==> src/sv/sts_pkg.sv <==
package sts_pkg;

  localparam int ANGLE_W = 32;
  localparam int TERMS_W = 4;
  localparam int SUM_W   = 32;
  localparam int XMAG_W  = 32;
  localparam int X2_W    = 32;
  localparam int FAC_W   = 32;
  localparam int TMAG_W  = 36;
  localparam int ACC_W   = 40;
  localparam int PROD_W  = TMAG_W + FAC_W;
  localparam int RECIP_AW = 5;
  localparam int RECIP_N  = 2 ** RECIP_AW;

  localparam logic [63:0] TWO32 = 64'h1_0000_0000;

  // Reciprocal table: round-half-up of 2^32 / ((2k)(2k+1)), Q0.32; entry 0 unused.
  localparam logic [31:0] RECIP [RECIP_N] = '{
    32'd0,
    32'((TWO32 + 64'd3)    / 64'd6),
    32'((TWO32 + 64'd10)   / 64'd20),
    32'((TWO32 + 64'd21)   / 64'd42),
    32'((TWO32 + 64'd36)   / 64'd72),
    32'((TWO32 + 64'd55)   / 64'd110),
    32'((TWO32 + 64'd78)   / 64'd156),
    32'((TWO32 + 64'd105)  / 64'd210),
    32'((TWO32 + 64'd136)  / 64'd272),
    32'((TWO32 + 64'd171)  / 64'd342),
    32'((TWO32 + 64'd210)  / 64'd420),
    32'((TWO32 + 64'd253)  / 64'd506),
    32'((TWO32 + 64'd300)  / 64'd600),
    32'((TWO32 + 64'd351)  / 64'd702),
    32'((TWO32 + 64'd406)  / 64'd812),
    32'((TWO32 + 64'd465)  / 64'd930),
    32'((TWO32 + 64'd528)  / 64'd1056),
    32'((TWO32 + 64'd595)  / 64'd1190),
    32'((TWO32 + 64'd666)  / 64'd1332),
    32'((TWO32 + 64'd741)  / 64'd1482),
    32'((TWO32 + 64'd820)  / 64'd1640),
    32'((TWO32 + 64'd903)  / 64'd1806),
    32'((TWO32 + 64'd990)  / 64'd1980),
    32'((TWO32 + 64'd1081) / 64'd2162),
    32'((TWO32 + 64'd1176) / 64'd2352),
    32'((TWO32 + 64'd1275) / 64'd2550),
    32'((TWO32 + 64'd1378) / 64'd2756),
    32'((TWO32 + 64'd1485) / 64'd2970),
    32'((TWO32 + 64'd1596) / 64'd3192),
    32'((TWO32 + 64'd1711) / 64'd3422),
    32'((TWO32 + 64'd1830) / 64'd3660),
    32'((TWO32 + 64'd1953) / 64'd3906)
  };

  typedef enum logic [1:0] {
    MUL_NONE   = 2'd0,
    MUL_SQUARE = 2'd1,
    MUL_FACTOR = 2'd2,
    MUL_TERM   = 2'd3
  } mul_op_t;

  typedef struct packed {
    logic                load;
    mul_op_t             mul;
    logic [RECIP_AW-1:0] k;
    logic                acc_add;
    logic                finish;
  } sts_cmd_t;

  typedef struct packed {
    logic out_busy;
  } sts_status_t;

endpackage

==> src/sv/sts_ctrl.sv <==
module sts_ctrl #(
  parameter int MAX_TERMS = 15
) (
  input  logic                        clk,
  input  logic                        rst,
  input  logic                        in_valid,
  output logic                        in_ready,
  input  logic [sts_pkg::TERMS_W-1:0] terms,
  input  sts_pkg::sts_status_t        status,
  output sts_pkg::sts_cmd_t           cmd
);
  import sts_pkg::*;

  localparam int KW = $clog2(MAX_TERMS + 1);
  localparam int CW = 6;

  typedef enum logic [5:0] {
    ST_IDLE   = 6'b000001,
    ST_SQUARE = 6'b000010,
    ST_FACTOR = 6'b000100,
    ST_TERM   = 6'b001000,
    ST_ACCUM  = 6'b010000,
    ST_FINISH = 6'b100000
  } state_t;

  state_t        state, state_next;
  logic [KW-1:0] k, k_next;
  logic [KW-1:0] n, n_next;
  logic [CW-1:0] terms_ext;

  assign terms_ext = CW'(terms);
  assign in_ready  = (state == ST_IDLE);

  always_comb begin
    state_next  = state;
    k_next      = k;
    n_next      = n;
    cmd.load    = 1'b0;
    cmd.mul     = MUL_NONE;
    cmd.k       = RECIP_AW'(k);
    cmd.acc_add = 1'b0;
    cmd.finish  = 1'b0;
    unique case (state)
      ST_IDLE: begin
        if (in_valid) begin
          cmd.load   = 1'b1;
          k_next     = KW'(1);
          n_next     = (terms_ext > CW'(MAX_TERMS)) ? KW'(MAX_TERMS) : KW'(terms_ext);
          state_next = ST_SQUARE;
        end
      end
      ST_SQUARE: begin
        cmd.mul    = MUL_SQUARE;
        state_next = (n == '0) ? ST_FINISH : ST_FACTOR;
      end
      ST_FACTOR: begin
        // fold the previous term into the sum while the next factor forms
        cmd.mul     = MUL_FACTOR;
        cmd.acc_add = (k != KW'(1));
        state_next  = ST_TERM;
      end
      ST_TERM: begin
        cmd.mul = MUL_TERM;
        if (k == n) begin
          state_next = ST_ACCUM;
        end else begin
          k_next     = k + KW'(1);
          state_next = ST_FACTOR;
        end
      end
      ST_ACCUM: begin
        cmd.acc_add = 1'b1;
        state_next  = ST_FINISH;
      end
      ST_FINISH: begin
        if (!status.out_busy) begin
          cmd.finish = 1'b1;
          state_next = ST_IDLE;
        end
      end
      default: state_next = ST_IDLE;
    endcase
  end

  always_ff @(posedge clk) begin
    if (rst) begin
      state <= ST_IDLE;
      k     <= '0;
      n     <= '0;
    end else begin
      state <= state_next;
      k     <= k_next;
      n     <= n_next;
    end
  end

`ifndef NO_ASSERTIONS
  a_accept_starts: assert property (@(posedge clk) disable iff (rst)
    in_valid && in_ready |=> state == ST_SQUARE)
    else $error("accepted item did not start the square step");

  a_k_in_range: assert property (@(posedge clk) disable iff (rst)
    (state == ST_FACTOR || state == ST_TERM) |-> (k >= KW'(1) && k <= n))
    else $error("term index out of range");

  a_last_term: assert property (@(posedge clk) disable iff (rst)
    state == ST_TERM && k == n |=> state == ST_ACCUM && cmd.acc_add)
    else $error("last term not accumulated");

  a_finish_free: assert property (@(posedge clk) disable iff (rst)
    cmd.finish |-> !status.out_busy)
    else $error("result written over a waiting result");
`endif

endmodule

==> src/sv/sts_dp.sv <==
module sts_dp (
  input  logic                        clk,
  input  logic                        rst,
  input  logic [sts_pkg::ANGLE_W-1:0] angle,
  input  sts_pkg::sts_cmd_t           cmd,
  output sts_pkg::sts_status_t        status,
  output logic                        out_valid,
  input  logic                        out_ready,
  output logic [sts_pkg::SUM_W-1:0]   sum,
  output logic                        saturated
);
  import sts_pkg::*;

  localparam int QW = ACC_W - 6;

  logic [XMAG_W-1:0] xmag;
  logic [X2_W-1:0]   x2;
  logic [FAC_W-1:0]  fac;
  logic [TMAG_W-1:0] tmag;
  logic              tneg;
  logic signed [ACC_W-1:0] acc;

  logic [TMAG_W-1:0] mul_a;
  logic [FAC_W-1:0]  mul_b;
  logic [PROD_W-1:0] mul_rnd;
  logic [PROD_W-1:0] prod;

  logic [XMAG_W-1:0]       angle_mag;
  logic signed [ACC_W-1:0] acc_rnd;
  logic signed [QW-1:0]    q24;
  logic                    q_sat;

  assign angle_mag = angle[ANGLE_W-1] ? (~angle + XMAG_W'(1)) : angle;

  // shared multiplier, rounding constant folded into the product
  always_comb begin
    mul_a   = '0;
    mul_b   = '0;
    mul_rnd = '0;
    case (cmd.mul)
      MUL_SQUARE: begin
        mul_a   = TMAG_W'(xmag);
        mul_b   = FAC_W'(xmag);
        mul_rnd = PROD_W'(1) << 30;
      end
      MUL_FACTOR: begin
        mul_a   = TMAG_W'(x2);
        mul_b   = RECIP[cmd.k];
        mul_rnd = PROD_W'(1) << 31;
      end
      MUL_TERM: begin
        mul_a   = tmag;
        mul_b   = fac;
        mul_rnd = PROD_W'(1) << 26;
      end
      default: ;
    endcase
  end

  assign prod = mul_a * mul_b + mul_rnd;

  always_ff @(posedge clk) begin
    if (cmd.load) begin
      xmag <= angle_mag;
      tmag <= {{(TMAG_W-XMAG_W-1){1'b0}}, angle_mag, 1'b0};
      tneg <= angle[ANGLE_W-1];
      acc  <= ACC_W'(signed'(angle)) <<< 1;
    end
    case (cmd.mul)
      MUL_SQUARE: x2 <= prod[62:31];
      MUL_FACTOR: fac <= prod[63:32];
      MUL_TERM: begin
        tmag <= prod[62:27];
        tneg <= ~tneg;
      end
      default: ;
    endcase
    if (cmd.acc_add) begin
      acc <= tneg ? (acc - signed'(ACC_W'(tmag))) : (acc + signed'(ACC_W'(tmag)));
    end
  end

  // round half up to Q.24, then clip to 32 bits
  assign acc_rnd = acc + ACC_W'(32);
  assign q24     = acc_rnd[ACC_W-1:6];
  assign q_sat   = !((q24[QW-1:SUM_W-1] == '0) || (q24[QW-1:SUM_W-1] == '1));

  always_ff @(posedge clk) begin
    if (cmd.finish) begin
      saturated <= q_sat;
      if (!q_sat) begin
        sum <= q24[SUM_W-1:0];
      end else if (q24[QW-1]) begin
        sum <= {1'b1, {(SUM_W-1){1'b0}}};
      end else begin
        sum <= {1'b0, {(SUM_W-1){1'b1}}};
      end
    end
  end

  always_ff @(posedge clk) begin
    if (rst) begin
      out_valid <= 1'b0;
    end else if (cmd.finish) begin
      out_valid <= 1'b1;
    end else if (out_ready) begin
      out_valid <= 1'b0;
    end
  end

  assign status.out_busy = out_valid && !out_ready;

endmodule

==> src/sv/sine_taylor_series_top.sv <==
// Channel  Dir  Signals                       Contents
// s_       in   s_tvalid s_tready s_tdata     angle x Q2.29, term count n
// m_       out  m_tvalid m_tready m_tdata     sine sum Q7.24, saturation flag
//
// Terms: n capped at MAX_TERMS; one shared multiplier serves two dependent products a term.
// The next item is accepted the cycle after the result lands in the output register.
// Reset: synchronous, active high; clears the controller and the output valid.
// Stalls: a result waiting on m_tready holds the block in its last step only
// if a second result is ready to be written; the output register parts the sides.
module sine_taylor_series_top #(
  parameter int MAX_TERMS = 15
) (
  input  logic        clk,
  input  logic        rst,
  input  logic        s_tvalid,
  output logic        s_tready,
  input  logic [39:0] s_tdata,   // [31:0] angle, [35:32] terms, [39:36] zero
  output logic        m_tvalid,
  input  logic        m_tready,
  output logic [31:0] m_tdata,   // [31:0] sum
  output logic [0:0]  m_tuser    // [0] saturated
);
  import sts_pkg::*;

  sts_cmd_t    cmd;
  sts_status_t status;
  logic        sat;

  // Sequence the square, the per-term factor and term products, and the final write.
  sts_ctrl #(
    .MAX_TERMS (MAX_TERMS)
  ) u_ctrl (
    .clk      (clk),
    .rst      (rst),
    .in_valid (s_tvalid),
    .in_ready (s_tready),
    .terms    (s_tdata[35:32]),
    .status   (status),
    .cmd      (cmd)
  );

  // Hold operands, the running sum and the output register.
  sts_dp u_dp (
    .clk       (clk),
    .rst       (rst),
    .angle     (s_tdata[31:0]),
    .cmd       (cmd),
    .status    (status),
    .out_valid (m_tvalid),
    .out_ready (m_tready),
    .sum       (m_tdata),
    .saturated (sat)
  );

  assign m_tuser = sat;

endmodule
==> config.mk <==
export PLATFORM = sky130hd
export DESIGN_NAME = sine_taylor_series_top
export DESIGN_NICKNAME = d
export VERILOG_FILES = /design/src/sv/sts_pkg.sv /design/src/sv/sts_ctrl.sv /design/src/sv/sts_dp.sv /design/src/sv/sine_taylor_series_top.sv
export SDC_FILE = /design/constraint.sdc
export NUM_CORES = 2
export LEC_CHECK = 0
export BUFFER_PORTS_ARGS = -buffer_cell sky130_fd_sc_hd__buf_2
export CORE_ASPECT_RATIO = 0.75
export CORE_MARGIN = 2
export CORE_UTILIZATION = 55
export DETAILED_ROUTE_END_ITERATION = 12
export PLACE_DENSITY = 0.71
export SYNTH_ARGS = -nofsm -noshare
export SYNTH_HDL_FRONTEND = slang
export SYNTH_SLANG_ARGS = --single-unit
==> constraint.sdc <==
create_clock -name clk -period 13.5 [get_ports clk]
set_input_delay 0.675 -clock clk [delete_from_list [all_inputs] [get_ports clk]]
set_output_delay 0.675 -clock clk [all_outputs]
set_load 0.1 [all_outputs]
# Word-level counts from Yosys, hierarchy flattened
# Memory sizes are Yosys's and may differ from the RTL's.
# Cells that the tools add are included.
op_classes:
  bitwise_logic: 3
  muxes: 32
  n_reduce_logical: 13
  n_eq_ne: 15
  add_sub_neg: 6
  magnitude_cmp: 2
  mul: 1
op_table:
  columns: ["cell", "n"]
  rows:
  - ["case mux 32 bit (3 select lines)", 2]
  - ["two-way mux 32 bit", 5]
  - ["two-way mux 40 bit", 3]
  - ["case mux 36 bit (3 select lines)", 1]
  - ["two-way mux 36 bit", 2]
  - ["adder 64 x 32 -> 64 bit", 1]
  - ["multiplier 36 x 32 -> 64 bit", 1]
  - ["adder 40 x 37 -> 40 bit", 1]
  - ["adder 40 x 7 -> 40 bit, second input constant", 1]
  - ["subtractor 40 x 37 -> 40 bit", 1]
  - ["case mux 6 bit (6 select lines)", 1]
  - ["adder 32 x 1 -> 32 bit, second input constant", 1]
  - ["NOT 32 bit", 1]
  - ["two-way mux 6 bit", 3]
  - ["two-way mux 4 bit", 3]
  - ["two-way mux 1 bit", 8]
  - ["case mux 4 bit (2 select lines)", 1]
  - ["nonzero test 2 bit", 4]
  - ["equality test 6 x 1 -> 1 bit, second input constant", 1]
  - ["equality test 6 x 2 -> 1 bit, second input constant", 1]
  - ["equality test 6 x 3 -> 1 bit, second input constant", 1]
  - ["equality test 6 x 4 -> 1 bit, second input constant", 1]
  - ["equality test 6 x 5 -> 1 bit, second input constant", 1]
  - ["equality test 6 bit, second input constant", 1]
  - ["21 further kinds", 26]
totals:
  romBits: 1024
  word_cells: 85
  reg_bits: 221
  inputBits: 44
  mem_count: 1
  out_inout_bits: 35
memory_table:
  columns: ["memory", "depth", "word_bits", "read_ports", "rd_clocked_by_memory_dff", "write_ports", "line", "source"]
  rows:
  - ["(name not given)", 32, 32, 1, 0, 0, "sts_dp.sv:48", "mul_b = RECIP[cmd.k];"]

# Longest topological paths before layout
logic_depth:
  ltp_word: 8
  mapped_depth: 39
  depth_no_buf: 35

# Modules after synthesis
# A second synthesis with hierarchy kept.
unflattened:
  cells_unflattened: 5581
  area_unflattened_um2: 50204.4
by_module_without_submodules:
  columns: ["module", "instances", "seq_area_each_um2", "area_each_um2", "cells_per_inst"]
  rows:
  - ["sts_dp", 1, 6206.0, 49298.5, 5475]
  - ["sts_ctrl", 1, 280.3, 905.9, 106]

# Worst setup path before layout
# Ideal clock, no wire load.
synth_path:
  path_type: "register -> register"
  startpoint: "reg u_ctrl.state[4]"
  endpoint: "reg u_dp.tmag[32] (data pin)"
  t_arrival_ns: 10.229
  stages_incl_launch_ff: 37
  path_slack_ns: 3.011
  setup_ns: 0.260
  required_time_ns: 13.240
  synth_period_minus_slack_ns: 10.489
  cell_sequence: "dfxtp_1 -> buf_2 -> or3_4 -> nor3_2 -> buf_2 -> buf_1 -> clkbuf_1 -> buf_1 -> nand2_1 -> and2_1 -> clkbuf_1 -> nor2_1 -> fa_1 -> fa_1 -> fa_1 -> inv_1 -> fa_1 -> inv_1 -> fa_1 -> inv_1 -> fa_1 -> inv_1 -> fa_1 -> inv_1 -> fa_1 -> inv_1 -> ha_1 -> and3_1 -> nand2_1 -> or4_4 -> nor3_1 -> nand4b_4 -> a2111oi_4 -> o21ai_2 -> o221ai_1 -> xor2_1 -> mux2_2"
synth_via:
  elab_chain_cells: 7
  elab_cells_between_ends: 13
  classes_between: "add/sub: 1; mul: 1; eq/ne: 6; mux: 5"
synth_lines:
  columns: ["element", "line", "source"]
  rows:
  - ["from (decl)", "sts_ctrl.sv:26", "state_t state, state_next;"]
  - ["from (signal assigned)", "sts_ctrl.sv:91", "state <= state_next;"]
  - ["equality test 6 x 4 -> 1 bit, or another cell as far along", "sts_ctrl.sv:43", "unique case (state)"]
  - ["case mux 2 bit (3 select lines) *", "sts_ctrl.sv:43", null]
  - ["equality test 2 bit / equality test 2 x 1 -> 1 bit (equally long branches)", "sts_dp.sv:40", "case (cmd.mul)"]
  - ["case mux 36 bit (3 select lines) / case mux 32 bit (3 select lines) (equally long branches)", "sts_dp.sv:40", null]
  - ["multiplier 36 x 32 -> 64 bit", "sts_dp.sv:60", "assign prod = mul_a * mul_b + mul_rnd;"]
  - ["adder 64 x 32 -> 64 bit *", "sts_dp.sv:60", null]
  - ["net u_dp.prod[59]", "sts_dp.sv:26", "logic [PROD_W-1:0] prod;"]
  - ["two-way mux 36 bit *", "sts_dp.sv:69", "case (cmd.mul)"]
  - ["to (signal assigned)", "sts_dp.sv:65", "tmag <= {{(TMAG_W-XMAG_W-1){1'b0}}, angle_mag, 1'b0};"]
  - ["to (signal assigned)", "sts_dp.sv:73", "tmag <= prod[62:27];"]
  - ["to (decl)", "sts_dp.sv:19", "logic [TMAG_W-1:0] tmag;"]
# The timed path passes the listed nets; every way through them passes the cells marked *.
# A chain may end at the register's enable or synchronous reset.

# Worst setup path in the final report
layout_path:
  startpoint: "reg u_ctrl.k[0]"
  endpoint: "reg u_dp.x2[26] (data pin)"
layout_via:
  elab_chain_cells: 7
layout_lines:
  columns: ["element", "line", "source"]
  rows:
  - ["from (decl)", "sts_ctrl.sv:27", "logic [KW-1:0] k, k_next;"]
  - ["from (signal assigned)", "sts_ctrl.sv:92", "k <= k_next;"]
  - ["NOT 4 -> 6 bit (not written as such)", "sts_dp.sv:48", null]
  - ["memory (32 x 32 bit)", null, null]
  - ["two-way mux 32 bit (not written as such) (2 in series)", "sts_dp.sv:48", null]
  - ["case mux 32 bit (3 select lines)", "sts_dp.sv:40", null]
  - ["multiplier 36 x 32 -> 64 bit", "sts_dp.sv:60", null]
  - ["adder 64 x 32 -> 64 bit", "sts_dp.sv:60", null]
  - ["net u_dp.prod[57]", "sts_dp.sv:26", null]
  - ["to (signal assigned)", "sts_dp.sv:70", "MUL_SQUARE: x2 <= prod[62:31];"]
  - ["to (decl)", "sts_dp.sv:17", "logic [X2_W-1:0] x2;"]
# The timed path passes the listed nets, and every way through them passes these cells. The select of a mux whose other input is x is not followed.

==> results.py <==
metrics = {
    "worst_setup_path": {
        "data_required_time_at_the_worst_endpoint_ns": 13.77,
        "crit_start": "u_ctrl.k[0]",
        "crit_path_start_kind": "flop",
        "timing.critical_path.arrival_ns": 11.81,
        "r2r-end": "u_dp.x2[26]",
        "path_class": "reg -> reg",
        "r2r_setup_slack_ns": 1.96,
        "end_kind": "flop",
        "worst_path_max_fanout": 18,
        "critical_path.reg2reg.startpoint": "u_ctrl.k[0]",
        "worst_path_max_delay_cell": "dfxtp_1",
        "cp_common_cell": "fa_1",
        "cp-endpoint": "u_dp.x2[26]",
        "timing.reg2reg.worst_path_depth": 30,
        "largest_stage_delay_on_the_critical_path_ns": 0.82,
    },
    "die": {
        "std_cell_rows": 94,
        "top_level_ports": 79,
        "floorplan.core_area_um2": 88100,
        "width_of_the_chip_um": 349,
        "design.die.area_um2": 91700,
        "initial_core_util": 0.557,
        "die-height_um": 263,
    },
    "global_routing": {
        "grt_first_pass_wirelength_um": 245000,
        "grt_pass1_vias": 39800,
        "grt_remaining_overflow": 0,
        "antenna_found_initial": 9,
        "track_usage": 0.357,
        "grt_start_max_net_pins": 74,
    },
    "sta": {
        "report.final.hold_viol_count": 0,
        "period_share": 0.855,
        "grt_setup_unrepaired": "false",
        "final.setup.tns_ns": 0,
        "finClkSkew_ns": 0.0126,
        "worst_slew_pin_slew_ns": 1.42,
        "slew_viol_final": 0,
        "final_critical_delay_including_setup_and_external_delays_ns": 11.54,
        "maxSlewHeadroom": 0.0553,
        "max_freq_mhz": 86.7,
        "report.final.setup_viol": 0,
    },
    "flow_run": {
        "max-cap-violations": 0,
    },
    "cells_and_area": {
        "layout.nets": 6787,
        "final_cell_area_um2": 51500,
        "n_fill_cell": 7685,
        "ff_latch_area_um2": 6490,
        "drive_gt1_frac": 0.0553,
        "multiInputGateArea_um2": 37800,
        "final-instance-count-excl-fill": 6583,
        "area_growth_syn_to_layout_pct": 4.97,
    },
    "logic_synthesis": {
        "share_of_synthesized_flip_flops_with_an_asynchronous_set_or_reset": 0,
        "synth_xor_xnor_area_share": 0.0324,
        "post_synth_instance_area_um2": 49100,
        "yosys_warnings": 0,
        "postSynthAreaPerCell_um2": 8.95,
        "synth_top_family_by_area": "adder cells",
        "ys_flop_type": "edfxtp_1",
        "sequential_to_total_area_share_from_yosys_stat": 0.132,
        "synth.net_count": 6861,
        "synth.lib_cells_used.distinct": 91,
        "synthMuxAreaShare": 0.00675,
        "synth_seq_cells": 221,
        "synthesis.instances": 5486,
        "post_synth_fa_ha_maj_area_fraction": 0.494,
        "count_of_flip_flops_with_a_built_in_enable_after_synthesis": 206,
        "synth_simple_gate_area_frac": 0.158,
        "synth_compound_gate_area_share": 0.0755,
    },
    "placed_design": {
        "port_buffers": 74,
        "numPlacedInstances": 6541,
        "gpl.final_weighted_congestion": 1.03,
        "dpl-instance-area_um2": 50900,
        "hpwl_um": 126000,
    },
    "power": {
        "power_switching_share": 0.347,
        "powerDensity_nw_per_um2": 39.3,
        "net-switching-power_uw": 703,
        "power.sequential.fraction": 0.417,
        "irDropWorstVdd_uv": 74.6,
        "internal-power_uw": 1320,
        "comb_power_share": 0.283,
        "clock_power_share": 0.299,
        "p_leak_uw": 0.0231,
    },
    "hold_path": {
        "timing.hold.worst.class": "in -> reg",
    },
    "detailed_routing": {
        "avgRoutedWirePerCell_um": 24.3,
        "route.vias.total": 39400,
        "detailedRoute.firstPassIterationCount": 6,
        "route.detailed.drc": 0,
        "detailedRoute.firstIterationViolations": 4266,
        "route.antenna.remaining_nets": 0,
        "post_drt_via_cell_ratio": 5.99,
        "postRouteWirelength_um": 160000,
    },
    "clock_network": {
        "clock_tree.root_cell": "clkbuf_16",
        "ctsHoldBuffers": 0,
        "clock_transition_at_the_register_clock_pins_on_the_worst_setup_and_hold_paths_after_cts_ns": 0.07,
        "cts_tree": "done",
        "cts_htree_levels": 1,
        "clock_path_buffers": 3,
        "tritoncts.num_buffers": 21,
        "worstSkewPairLatency_ns": 0.52,
        "cts_setup_buffers": 0,
        "clkSinkCount": 221,
        "post_cts.resized_instances": 0,
    },
    "run_status": {
        "status": "finished, final reports clean",
    },
}
-- cells by family (layout without fill, tap and decap cells) --
| group | count (synthesis) | count (layout) |
|---|---|---|
| AND/OR/NAND/NOR | 1843 | 1843 |
| adder cells (fa/ha/maj) | 1331 | 1331 |
| XOR/XNOR | 180 | 180 |
| flip-flops | 221 | 221 |
| multiplexers | 27 | 27 |
| other | 0 | 5 |
| buffers and inverters | 1319 | 1259 |
| AO/OA/AOI/OAI | 565 | 565 |
-- layout make-up --
cell class              count  area share
multi-input cells        3946       0.733
flip-flops and latches    221       0.126
inverters                1031      0.0751
well taps                1152      0.0280
repair buffers            191      0.0247
clock buffers              28      0.0107
clock inverters             9     0.00206
diodes                      5    0.000243
-- power by group through the flow --
stage	combinational (uW)	sequential, uW	clock (uW)
CTS	556	844	605
detailed placement	551	859	0
global route	616	849	636
global placement	541	857	0
finish	574	845	607
floorplan	378	843	0
-- worst min-delay path by stage --
stage                            from           to  depth (start not counted)
final                     s_tdata[32]  u_ctrl.n[0]                          3
after global routing      s_tdata[35]  u_ctrl.n[3]                          3
after CTS                 s_tdata[33]  u_ctrl.n[1]                          3
after detailed placement  u_ctrl.n[3]  u_ctrl.n[3]                          2
after global placement    u_ctrl.n[3]  u_ctrl.n[3]                          2
after floorplan           u_ctrl.n[3]  u_ctrl.n[3]                          2
-- Yosys cell counts (7+ instances only) --
cell type | number | share of area
a211o_1 | 7 | 0.0012
a211oi_1 | 20 | 0.0031
a21o_1 | 43 | 0.0066
a21oi_1 | 138 | 0.014
a221o_1 | 8 | 0.0016
a221oi_1 | 11 | 0.0020
a22oi_1 | 52 | 0.0080
a31oi_1 | 21 | 0.0027
and2_1 | 61 | 0.0078
and3_1 | 27 | 0.0034
buf_1 | 18 | 0.0014
clkbuf_1 | 263 | 0.020
dfxtp_1 | 15 | 0.0061
edfxtp_1 | 206 | 0.13
fa_1 | 1015 | 0.41
ha_1 | 316 | 0.081
inv_1 | 1028 | 0.079
mux2_2 | 19 | 0.0044
nand2_1 | 841 | 0.064
nand2b_1 | 18 | 0.0023
nand3_1 | 38 | 0.0039
nand4_1 | 19 | 0.0024
nor2_1 | 685 | 0.052
nor2b_1 | 18 | 0.0023
nor3_1 | 49 | 0.0050
nor4_1 | 20 | 0.0025
o211ai_1 | 16 | 0.0024
o21a_1 | 14 | 0.0021
o21ai_0 | 141 | 0.014
o21bai_1 | 13 | 0.0020
o31ai_1 | 17 | 0.0026
or2_2 | 9 | 0.0011
or3_1 | 14 | 0.0018
or4_1 | 8 | 0.0012
xnor2_1 | 122 | 0.022
xor2_1 | 57 | 0.010
-- worst max-delay path, delay by kind of cell (launching register included) --
kind	cells	cell delay, ns
muxes	1	0.15
AOI/OAI and AO/OA	9	2.86
adders and majority gates	10	5.07
and+or+nand+nor	5	1.53
buffers and inverters	5	0.80
DFF	1	0.82
-- registers in the layout, indices dropped and copies added, names as in the netlist --
register        cells
u_dp.saturated      1
u_dp.out_valid      1
u_dp.fac           32
u_dp.xmag          32
u_dp.tneg           1
u_ctrl.n            4
u_dp.sum           32
u_dp.acc           40
u_dp.x2            32
u_ctrl.state        6
u_ctrl.k            4
u_dp.tmag          36
-- layout by cell type, fill, tap and decap left out, drive strengths merged, types with 19 or more instances in the layout --
master / synthesis / final
a211oi: 21 / 21
a21o: 43 / 43
a21oi: 138 / 138
a22oi: 52 / 52
a31oi: 21 / 21
and2: 65 / 65
and3: 27 / 27
buf: 25 / 191
clkbuf: 263 / 28
edfxtp: 206 / 206
fa: 1015 / 1015
ha: 316 / 316
inv: 1030 / 1034
mux2: 19 / 19
nand2: 842 / 842
nand3: 39 / 39
nand4: 19 / 19
nor2: 685 / 685
nor3: 52 / 52
nor4: 22 / 22
o21ai: 147 / 147
xnor2: 122 / 122
xor2: 57 / 57
-- per-layer routing --
layer / track usage / up-vias / part of all wire
met4: 0.122 / 12 / 0.047
met2: 0.509 / 2506 / 0.41
met3: 0.127 / 420 / 0.15
met5: 0 / - / 0.00046
li1: - / 16700 / -
met1: 0.505 / 19800 / 0.39
-- metrics by stage --
step	utilization	setup slack (ns)	total power, uW	hold slack (ns)
5_1_grt	0.585	1.71	2100	0.394
3_3_place_gp	0.577	2.49	1400	0.507
6_report	0.585	1.96	2030	0.391
3_5_place_dp	0.577	2.39	1410	0.513
4_1_cts	0.585	2.34	2010	0.380
2_1_floorplan	-	3.01	1220	0.460
Power figures use the tool's default switching activity.
